[config.mk]
export PLATFORM = sky130hd
export DESIGN_NAME = positional_array_insert_delete_search
export DESIGN_NICKNAME = d
export VERILOG_FILES = /design/src/design/pais_pkg.sv /design/src/design/positional_array_insert_delete_search.sv /design/src/design/pais_ram.sv /design/src/design/pais_seq.sv
export VERILOG_INCLUDE_DIRS = /design/src /design/src/design
export SDC_FILE = /design/constraint.sdc
export NUM_CORES = 2
export LEC_CHECK = 0
export ABC_AREA = 1
export BUFFER_PORTS_ARGS = -buffer_cell sky130_fd_sc_hd__buf_4
export CORE_MARGIN = 4
export CORE_UTILIZATION = 47
export DETAILED_ROUTE_END_ITERATION = 10
export PLACE_DENSITY_LB_ADDON = 0.3
export SLEW_MARGIN = 20
export SYNTH_ARGS = -nofsm -noshare
export SYNTH_HDL_FRONTEND = slang
export SYNTH_SLANG_ARGS = --single-unit
export TNS_END_PERCENT = 100
[constraint.sdc]
create_clock -name aclk -period 4.11 [get_ports aclk]
set_input_delay 0.2055 -clock aclk [delete_from_list [all_inputs] [get_ports aclk]]
set_output_delay 0.2055 -clock aclk [all_outputs]
set_load 0.05 [all_outputs]
[src/design/assert_macros.svh]
// Assertion macros shared by the RTL of the positional array block.
// Depends on nothing; included by the files that check their own logic.
`ifndef ASSERT_MACROS_SVH
`define ASSERT_MACROS_SVH

// expr holds at every clock edge outside reset
`define ASSERT_ALWAYS(label, clk, rstn, expr, msg) \
    label: assert property (@(posedge clk) disable iff (!rstn) (expr)) else $error(msg);

// cons holds in the cycle after ante
`define ASSERT_NEXT(label, clk, rstn, ante, cons, msg) \
    label: assert property (@(posedge clk) disable iff (!rstn) (ante) |=> (cons)) \
        else $error(msg);

`endif

[src/design/pais_pkg.sv]
// Shared constants, operation and status codes and the result struct
// of the positional array block. Depends on nothing.
package pais_pkg;

    localparam int DEPTH_DEF = 64;

    localparam int KIND_W = 3;
    localparam int POS_W  = 6;
    localparam int VAL_W  = 32;
    localparam int STAT_W = 3;
    localparam int CNT_W  = 7;

    localparam logic [KIND_W-1:0] KIND_CLEAR  = 3'd0;
    localparam logic [KIND_W-1:0] KIND_INSERT = 3'd1;
    localparam logic [KIND_W-1:0] KIND_DELETE = 3'd2;
    localparam logic [KIND_W-1:0] KIND_SEARCH = 3'd3;
    localparam logic [KIND_W-1:0] KIND_READ   = 3'd4;

    localparam logic [STAT_W-1:0] STAT_OK       = 3'd0;
    localparam logic [STAT_W-1:0] STAT_FULL     = 3'd1;
    localparam logic [STAT_W-1:0] STAT_EMPTY    = 3'd2;
    localparam logic [STAT_W-1:0] STAT_BADPOS   = 3'd3;
    localparam logic [STAT_W-1:0] STAT_NOTFOUND = 3'd4;

    typedef struct packed {
        logic [STAT_W-1:0]       status;
        logic [POS_W-1:0]        found_position;
        logic signed [VAL_W-1:0] read_value;
        logic [CNT_W-1:0]        count;
    } result_t;

endpackage

[src/design/positional_array_insert_delete_search.sv]
// Channel  Ports                                         Dir  Role
// s_       s_valid s_ready s_kind s_position s_value     in   operation item
// m_       m_valid m_ready m_status m_found_position       out  result item
//          m_read_value m_count
//
// Search walks the elements from the front until a match; read fetches one entry;
// a delete shifts the later elements down, an insert shifts the elements from its
// position up and then writes the new value. Clear, error items, unused kinds and
// a delete of the last element touch no entry; an insert at the end only writes.
// The element RAM reads one entry and writes one entry per cycle.
// Reset empties the array; no clearing pass is run. A stalled result sits in
// the output register while the next item is taken.
// Top level of the positional array: element RAM, sequencer, output register.
// Depends on pais_pkg, pais_ram, pais_seq and assert_macros.svh.
`include "assert_macros.svh"

module positional_array_insert_delete_search import pais_pkg::*; #(
    parameter int DEPTH = DEPTH_DEF
) (
    input  logic                    aclk,
    input  logic                    aresetn,
    input  logic                    s_valid,
    output logic                    s_ready,
    input  logic [KIND_W-1:0]       s_kind,
    input  logic [POS_W-1:0]        s_position,
    input  logic signed [VAL_W-1:0] s_value,
    output logic                    m_valid,
    input  logic                    m_ready,
    output logic [STAT_W-1:0]       m_status,
    output logic [POS_W-1:0]        m_found_position,
    output logic signed [VAL_W-1:0] m_read_value,
    output logic [CNT_W-1:0]        m_count
);

    localparam int AW = $clog2(DEPTH);
    localparam int CW = $clog2(DEPTH + 1);

    logic             mem_we;
    logic [AW-1:0]    mem_waddr;
    logic [VAL_W-1:0] mem_wdata;
    logic             mem_re;
    logic [AW-1:0]    mem_raddr;
    logic [VAL_W-1:0] mem_rdata;
    logic             res_valid;
    logic             res_ready;
    result_t          res;
    logic [CW-1:0]    cnt;
    logic             rw_clash;

    logic             m_valid_reg, m_valid_next;
    result_t          out_reg, out_next;

    pais_ram #(
        .WIDTH (VAL_W),
        .DEPTH (DEPTH)
    ) u_ram (
        .aclk  (aclk),
        .we    (mem_we),
        .waddr (mem_waddr),
        .wdata (mem_wdata),
        .re    (mem_re),
        .raddr (mem_raddr),
        .rdata (mem_rdata)
    );

    pais_seq #(
        .DEPTH (DEPTH)
    ) u_seq (
        .aclk      (aclk),
        .aresetn   (aresetn),
        .in_valid  (s_valid),
        .in_ready  (s_ready),
        .in_kind   (s_kind),
        .in_pos    (s_position),
        .in_value  (s_value),
        .mem_we    (mem_we),
        .mem_waddr (mem_waddr),
        .mem_wdata (mem_wdata),
        .mem_re    (mem_re),
        .mem_raddr (mem_raddr),
        .mem_rdata (mem_rdata),
        .res_valid (res_valid),
        .res_ready (res_ready),
        .res       (res),
        .cnt       (cnt)
    );

    // load when empty or being drained
    assign res_ready = !m_valid_reg || m_ready;

    always_comb begin
        m_valid_next = m_valid_reg;
        out_next     = out_reg;
        if (res_valid && res_ready) begin
            m_valid_next = 1'b1;
            out_next     = res;
        end else if (m_ready) begin
            m_valid_next = 1'b0;
        end
    end

    always_ff @(posedge aclk) begin
        if (!aresetn) begin
            m_valid_reg <= 1'b0;
        end else begin
            m_valid_reg <= m_valid_next;
        end
    end

    always_ff @(posedge aclk) begin
        out_reg <= out_next;
    end

    assign m_valid          = m_valid_reg;
    assign m_status         = out_reg.status;
    assign m_found_position = out_reg.found_position;
    assign m_read_value     = out_reg.read_value;
    assign m_count          = out_reg.count;

    assign rw_clash = mem_we && mem_re && (mem_waddr == mem_raddr);

    `ASSERT_ALWAYS(a_cnt_bound, aclk, aresetn, cnt <= CW'(DEPTH), "element count above depth")
    `ASSERT_ALWAYS(a_rw_apart, aclk, aresetn, !rw_clash, "read and write hit one entry")
    `ASSERT_NEXT(a_busy_after_accept, aclk, aresetn, s_valid && s_ready, !s_ready, "item taken while busy")

endmodule

[src/design/pais_ram.sv]
// Generic single-write, single-read synchronous RAM with registered read data.
// Depends on nothing.
module pais_ram #(
    parameter int WIDTH = 32,
    parameter int DEPTH = 64
) (
    input  logic                     aclk,
    input  logic                     we,
    input  logic [$clog2(DEPTH)-1:0] waddr,
    input  logic [WIDTH-1:0]         wdata,
    input  logic                     re,
    input  logic [$clog2(DEPTH)-1:0] raddr,
    output logic [WIDTH-1:0]         rdata
);

    logic [WIDTH-1:0] mem [DEPTH];

    always_ff @(posedge aclk) begin
        if (we) begin
            mem[waddr] <= wdata;
        end
        if (re) begin
            rdata <= mem[raddr];
        end
    end

endmodule

[src/design/pais_seq.sv]
// Operation sequencer: checks each item, holds the element count and walks the
// element RAM for shifts, search and read. Depends on pais_pkg.
module pais_seq import pais_pkg::*; #(
    parameter int DEPTH = DEPTH_DEF
) (
    input  logic                         aclk,
    input  logic                         aresetn,
    input  logic                         in_valid,
    output logic                         in_ready,
    input  logic [KIND_W-1:0]            in_kind,
    input  logic [POS_W-1:0]             in_pos,
    input  logic signed [VAL_W-1:0]      in_value,
    output logic                         mem_we,
    output logic [$clog2(DEPTH)-1:0]     mem_waddr,
    output logic [VAL_W-1:0]             mem_wdata,
    output logic                         mem_re,
    output logic [$clog2(DEPTH)-1:0]     mem_raddr,
    input  logic [VAL_W-1:0]             mem_rdata,
    output logic                         res_valid,
    input  logic                         res_ready,
    output result_t                      res,
    output logic [$clog2(DEPTH+1)-1:0]   cnt
);

    localparam int AW   = $clog2(DEPTH);
    localparam int CW   = $clog2(DEPTH + 1);
    localparam int CMPW = (CW > POS_W) ? CW : POS_W;
    localparam int FW   = (AW > POS_W) ? AW : POS_W;
    localparam int OW   = (CW > CNT_W) ? CW : CNT_W;

    localparam logic [1:0] ST_IDLE = 2'd0;
    localparam logic [1:0] ST_RUN  = 2'd1;
    localparam logic [1:0] ST_PUT  = 2'd2;
    localparam logic [1:0] ST_DONE = 2'd3;

    logic [1:0]        state_reg, state_next;
    logic              issue_reg, issue_next;
    logic              dv_reg, dv_next;
    logic [CW-1:0]     cnt_reg, cnt_next;
    logic [AW-1:0]     idx_reg, idx_next;
    logic [AW-1:0]     last_reg, last_next;
    logic [AW-1:0]     tag_reg, tag_next;
    logic [AW-1:0]     pos_reg, pos_next;
    logic [KIND_W-1:0] op_reg, op_next;
    logic [VAL_W-1:0]  val_reg, val_next;
    logic [STAT_W-1:0] stat_reg, stat_next;
    logic [POS_W-1:0]  fpos_reg, fpos_next;
    logic [VAL_W-1:0]  rval_reg, rval_next;

    logic [CMPW-1:0] cnt_ext;
    logic [CMPW-1:0] pos_ext;
    logic [CW-1:0]   cnt_m1;
    logic [FW-1:0]   tag_wide;
    logic [OW-1:0]   cnt_wide;

    assign cnt_ext  = CMPW'(cnt_reg);
    assign pos_ext  = CMPW'(in_pos);
    assign cnt_m1   = cnt_reg - 1'b1;
    assign tag_wide = FW'(tag_reg);
    assign cnt_wide = OW'(cnt_reg);

    assign in_ready  = (state_reg == ST_IDLE);
    assign res_valid = (state_reg == ST_DONE);
    assign cnt       = cnt_reg;

    assign res.status         = stat_reg;
    assign res.found_position = fpos_reg;
    assign res.read_value     = rval_reg;
    assign res.count          = cnt_wide[CNT_W-1:0];

    always_comb begin
        state_next = state_reg;
        issue_next = issue_reg;
        dv_next    = dv_reg;
        cnt_next   = cnt_reg;
        idx_next   = idx_reg;
        last_next  = last_reg;
        tag_next   = tag_reg;
        pos_next   = pos_reg;
        op_next    = op_reg;
        val_next   = val_reg;
        stat_next  = stat_reg;
        fpos_next  = fpos_reg;
        rval_next  = rval_reg;
        mem_we     = 1'b0;
        mem_waddr  = tag_reg;
        mem_wdata  = mem_rdata;
        mem_re     = 1'b0;
        mem_raddr  = idx_reg;

        unique case (state_reg)
            ST_IDLE: begin
                if (in_valid) begin
                    op_next    = in_kind;
                    val_next   = in_value;
                    pos_next   = pos_ext[AW-1:0];
                    stat_next  = STAT_OK;
                    fpos_next  = '0;
                    rval_next  = '0;
                    issue_next = 1'b0;
                    dv_next    = 1'b0;
                    state_next = ST_DONE;
                    case (in_kind)
                        KIND_CLEAR: begin
                            cnt_next = '0;
                        end
                        KIND_INSERT: begin
                            if (cnt_ext == CMPW'(DEPTH)) begin
                                stat_next = STAT_FULL;
                            end else if (pos_ext > cnt_ext) begin
                                stat_next = STAT_BADPOS;
                            end else if (pos_ext == cnt_ext) begin
                                state_next = ST_PUT;
                            end else begin
                                state_next = ST_RUN;
                                issue_next = 1'b1;
                                idx_next   = cnt_m1[AW-1:0];
                                last_next  = pos_ext[AW-1:0];
                            end
                        end
                        KIND_DELETE: begin
                            if (cnt_reg == '0) begin
                                stat_next = STAT_EMPTY;
                            end else if (pos_ext >= cnt_ext) begin
                                stat_next = STAT_BADPOS;
                            end else if (pos_ext == CMPW'(cnt_m1)) begin
                                cnt_next = cnt_m1;
                            end else begin
                                state_next = ST_RUN;
                                issue_next = 1'b1;
                                idx_next   = AW'(pos_ext + 1'b1);
                                last_next  = cnt_m1[AW-1:0];
                            end
                        end
                        KIND_SEARCH: begin
                            if (cnt_reg == '0) begin
                                stat_next = STAT_EMPTY;
                            end else begin
                                state_next = ST_RUN;
                                issue_next = 1'b1;
                                idx_next   = '0;
                                last_next  = cnt_m1[AW-1:0];
                            end
                        end
                        KIND_READ: begin
                            if (cnt_reg == '0) begin
                                stat_next = STAT_EMPTY;
                            end else if (pos_ext >= cnt_ext) begin
                                stat_next = STAT_BADPOS;
                            end else begin
                                state_next = ST_RUN;
                                issue_next = 1'b1;
                                idx_next   = pos_ext[AW-1:0];
                                last_next  = pos_ext[AW-1:0];
                            end
                        end
                        default: begin
                        end
                    endcase
                end
            end
            ST_RUN: begin
                // issue one read per cycle, consume the data of the previous one
                mem_re   = issue_reg;
                dv_next  = issue_reg;
                tag_next = idx_reg;
                if (issue_reg) begin
                    if (idx_reg == last_reg) begin
                        issue_next = 1'b0;
                    end else if (op_reg == KIND_INSERT) begin
                        idx_next = idx_reg - 1'b1;
                    end else begin
                        idx_next = idx_reg + 1'b1;
                    end
                end
                if (dv_reg) begin
                    case (op_reg)
                        KIND_INSERT: begin
                            mem_we    = 1'b1;
                            mem_waddr = AW'(tag_reg + 1'b1);
                            if (!issue_reg) begin
                                state_next = ST_PUT;
                            end
                        end
                        KIND_DELETE: begin
                            mem_we    = 1'b1;
                            mem_waddr = AW'(tag_reg - 1'b1);
                            if (!issue_reg) begin
                                cnt_next   = cnt_m1;
                                state_next = ST_DONE;
                            end
                        end
                        KIND_SEARCH: begin
                            if (mem_rdata == val_reg) begin
                                stat_next  = STAT_OK;
                                fpos_next  = tag_wide[POS_W-1:0];
                                issue_next = 1'b0;
                                state_next = ST_DONE;
                            end else if (!issue_reg) begin
                                stat_next  = STAT_NOTFOUND;
                                state_next = ST_DONE;
                            end
                        end
                        KIND_READ: begin
                            rval_next  = mem_rdata;
                            state_next = ST_DONE;
                        end
                        default: begin
                            state_next = ST_DONE;
                        end
                    endcase
                end
            end
            ST_PUT: begin
                mem_we     = 1'b1;
                mem_waddr  = pos_reg;
                mem_wdata  = val_reg;
                cnt_next   = cnt_reg + 1'b1;
                state_next = ST_DONE;
            end
            ST_DONE: begin
                if (res_ready) begin
                    state_next = ST_IDLE;
                end
            end
            default: begin
                state_next = ST_IDLE;
            end
        endcase
    end

    always_ff @(posedge aclk) begin
        if (!aresetn) begin
            state_reg <= ST_IDLE;
            issue_reg <= 1'b0;
            dv_reg    <= 1'b0;
            cnt_reg   <= '0;
        end else begin
            state_reg <= state_next;
            issue_reg <= issue_next;
            dv_reg    <= dv_next;
            cnt_reg   <= cnt_next;
        end
    end

    always_ff @(posedge aclk) begin
        idx_reg  <= idx_next;
        last_reg <= last_next;
        tag_reg  <= tag_next;
        pos_reg  <= pos_next;
        op_reg   <= op_next;
        val_reg  <= val_next;
        stat_reg <= stat_next;
        fpos_reg <= fpos_next;
        rval_reg <= rval_next;
    end

endmodule

==> flow_summary.yaml <==
pwr:
  clockPowerShare_pct: 26.6
  pwr-share-seq_pct: 39.3
  p_switching_mw: 27.4
  power_density_nw_per_um2: 715
  p_sw_share_pct: 37.5
  ir_drop_uv: 584
  p_int_mw: 45.6
  p_leak_nw: 33.0
  comb_power_share_pct: 34.0
cts:
  cts_buffers: 215
  post_cts_buffers: 0
  cts-resized-gates: 0
  cts_buffer_depth: 3
  clk_pin_slew_ns: 0.06
  cts-root-buf: "clkbuf_16"
  clock_latency_ns: 0.87
  cts.sinks: 2240
  cts_tree: "built"
  postCtsHoldBufs: 46
  h-tree-depth: 4
floorplanning:
  die-height_um: 443
  boundaryPins: 95
  die_width_um: 443
  initial_core_util_pct: 47.3
  fp-row-count: 159
  die_area_sq_um: 196000
  core_sq_um: 188000
sta:
  setup_ws_ns: 0.242
  fin_skew_ns: 0.0461
  relSlewSlack_pct: 18.1
  worst_pin_slew_ns: 1.22
  finalSetupViolations: 0
  drv_slew: 0
  rsz0062_at_grt: "no"
  fmax_ghz: 0.259
  setup_tns_ns: 0
  finalCritPeriodShare_pct: 94.1
  hold_viol: 0
  finalCriticalPeriod_ns: 3.87
finish:
  multiInputGateArea_sq_um: 19900
  synthToLayoutAreaGrowth_pct: 15.0
  fin_cells: 9668
  drive_gt1_share_pct: 11.2
  largest_reg_flops: 2048
  nNetsFinal: 7052
  fin_area_sq_um: 102000
  regArea_sq_um: 67100
  regMostFlops: "u_ram.mem"
  n_fill_cell: 15000
setup_path:
  crit_start: "u_seq.mem_raddr[0]"
  worstSetupPathType: "register to register"
  worstPathMaxFanout: 113
  critPathCaptureType: "register"
  r2r_start: "u_seq.mem_raddr[0]"
  critPathLaunchType: "register"
  path_buf_inv: 2
  crit_path_cell_trace: "inv_16 -> buf_12 -> nor2_1 -> o22ai_1 -> nand2_1 -> nand2_1 -> a21oi_1 -> o31ai_1 -> nand2_1 -> o21ai_1"
  path_delay_family: "compound AO/OA/AOI/OAI gates"
  crit_slowest_cell: "o31ai_1"
  critical_path_arrival_ns: 4.56
  max_stage_delay_ns: 0.98
  path_common_cell: "nand2_1"
  critPathRequiredTime_ns: 4.81
grt:
  grt_pass1_vias: 55500
  antenna_found_initial: 8
  grt_pass1_wl_um: 369000
  grt_usage_pct: 25.1
  grt_overflow: 0
  grt_max_degree: 162
route:
  via_count: 58700
  drt-wirelength-per-cell_um: 26.2
  routed_wirelength_um: 253000
  drcViolationCount: 0
  viasPerCell: 6.07
  antenna_left: 0
  drtIter0Drc: 7921
  first_pass_iters: 8
logic_synthesis:
  syn-instance-count: 6821
  synth_edf_count: 2228
  postSynth.asyncResetShare_pct: 0
  synth_ff_type: "edfxtp_1"
  synth-seq-area-share_pct: 75.6
  yosys_register_bits: 2240
  ys_types: 56
  syn_area_sq_um: 88800
  syn_area_per_cell_sq_um: 13.0
  yosys_warnings: 0
  syn-num-nets: 6885
run_status:
  status: "complete, no violations"
place:
  place_area_sq_um: 94700
  io_buffers: 94
  place_ws_ns: 0.498
  place_inst: 9219
  gp_congestion: 0.898
  dp_hpwl_um: 146000
min_path:
  holdCritPathClass: "input pin to register"
  hp-start: "s_value[26]"
run:
  cap_viol_max_count: 0
[cells in the final DEF (no fill, tap or decap), types with 7 or more instances in the layout]
master / synthesis / layout
o21ai_0: 1238 / 1227
nand2_2: 5 / 20
inv_2: 14 / 14
o21ai_4: 0 / 11
dlygate4sd3_1: 0 / 46
dfxtp_1: 12 / 12
a21oi_1: 66 / 64
buf_4: 10 / 261
bufinv_16: 0 / 21
buf_12: 0 / 102
inv_1: 116 / 113
clkinv_1: 1 / 63
nand3_2: 7 / 7
nand2_1: 322 / 301
o221ai_1: 13 / 13
clkbuf_16: 0 / 216
nor3_1: 14 / 14
o21ai_1: 95 / 95
nor2_4: 1 / 65
xor2_1: 30 / 30
clkbuf_1: 301 / 47
nor2_1: 1424 / 1360
edfxtp_1: 2228 / 2228
o32ai_1: 10 / 10
o22ai_1: 616 / 616
clkinv_2: 1 / 33
nand2_4: 1 / 7
nand3_1: 45 / 45
ha_1: 18 / 16
o31ai_1: 12 / 12
o211ai_1: 7 / 7
nand4_1: 11 / 11
[cell families (layout without fill, tap and decap cells)]
kind of cell | Yosys count | count (layout) | synth area share [%]
DFF | 2240 | 2240 | 75.6
AOI/OAI and AO/OA | 2080 | 2080 | 12.8
xor gates and xnor gates | 35 | 35 | 0.345
adders and majority gates | 19 | 19 | 0.276
and+or+nand+nor | 1855 | 1855 | 8.18
other | 0 | 3 | 0
buffers and inverters | 592 | 941 | 2.75
[per-stage QoR]
step / hold slack [ns] / total power [mW] / util [%]
floorplan: 0.304 / 42.9 / -
global placement: 0.386 / 53.0 / 50.4
detailed placement: 0.385 / 53.4 / 50.4
CTS: 0.00919 / 72.7 / 54.4
global route: 0.0413 / 76.0 / 54.4
finish: 0.0725 / 73.0 / 54.4
[cells in the mapped netlist (2+ instances only)]
cell type / instances / area share (%)
edfxtp_1: 2228 / 75
nor2_1: 1424 / 6.0
o21ai_0: 1238 / 7.0
o22ai_1: 616 / 4.3
nand2_1: 322 / 1.4
clkbuf_1: 301 / 1.3
buf_2: 131 / 0.74
inv_1: 116 / 0.49
o21ai_1: 95 / 0.54
a21oi_1: 66 / 0.37
nand3_1: 45 / 0.25
xor2_1: 30 / 0.30
ha_1: 18 / 0.25
buf_1: 16 / 0.068
inv_2: 14 / 0.059
nor3_1: 14 / 0.079
o221ai_1: 13 / 0.13
dfxtp_1: 12 / 0.27
o31ai_1: 12 / 0.10
nand4_1: 11 / 0.077
buf_4: 10 / 0.085
o32ai_1: 10 / 0.099
nand3_2: 7 / 0.079
o211ai_1: 7 / 0.059
a221oi_1: 5 / 0.049
nand2_2: 5 / 0.035
or2_2: 5 / 0.035
xnor2_1: 5 / 0.049
and2_1: 4 / 0.028
nand4_4: 4 / 0.096
nor4_1: 3 / 0.021
or2_0: 3 / 0.021
or2_1: 3 / 0.021
a211oi_1: 2 / 0.017
a32oi_1: 2 / 0.020
buf_6: 2 / 0.025
o21ai_2: 2 / 0.020
o311ai_1: 2 / 0.020
[power groups by stage]
stage          registers [mW]  logic (mW)  clock network, mW
2_1_floorplan            29.4        13.5                  0
3_3_place_gp             29.2        23.8                  0
4_1_cts                  28.7        24.3               19.7
5_1_grt                  28.8        26.5               20.7
6_report                 28.7        24.9               19.5
3_5_place_dp             29.2        24.2                  0
[per-layer routing]
metal	track usage, %	share of wire (%)
met5	0	0.0067
met4	9.94	3.9
met3	5.16	11
met2	39.5	46
met1	34.6	39
[cell type report]
class	instances	area share, %
inverters	132	0.518
flip-flops and latches	2240	65.7
well taps	2495	3.06
repair buffers	410	4.39
multi-input cells	3989	19.5
clock inverters	136	1.32
clock buffers	263	5.46
diodes	3	0.00735
[path summary, 6_finish.rpt]
path / to / slack [ns] / cells after the start
hold reg to reg: m_read_value[4] / 0.41 / 0
hold / removal: u_seq.val_reg[26] / 0.07 / 2
setup reg to reg: u_ram.rdata[9] / 0.24 / 10
setup / recovery: u_ram.rdata[9] / 0.24 / 10
Note: power is estimated with default switching activity, not from simulation.
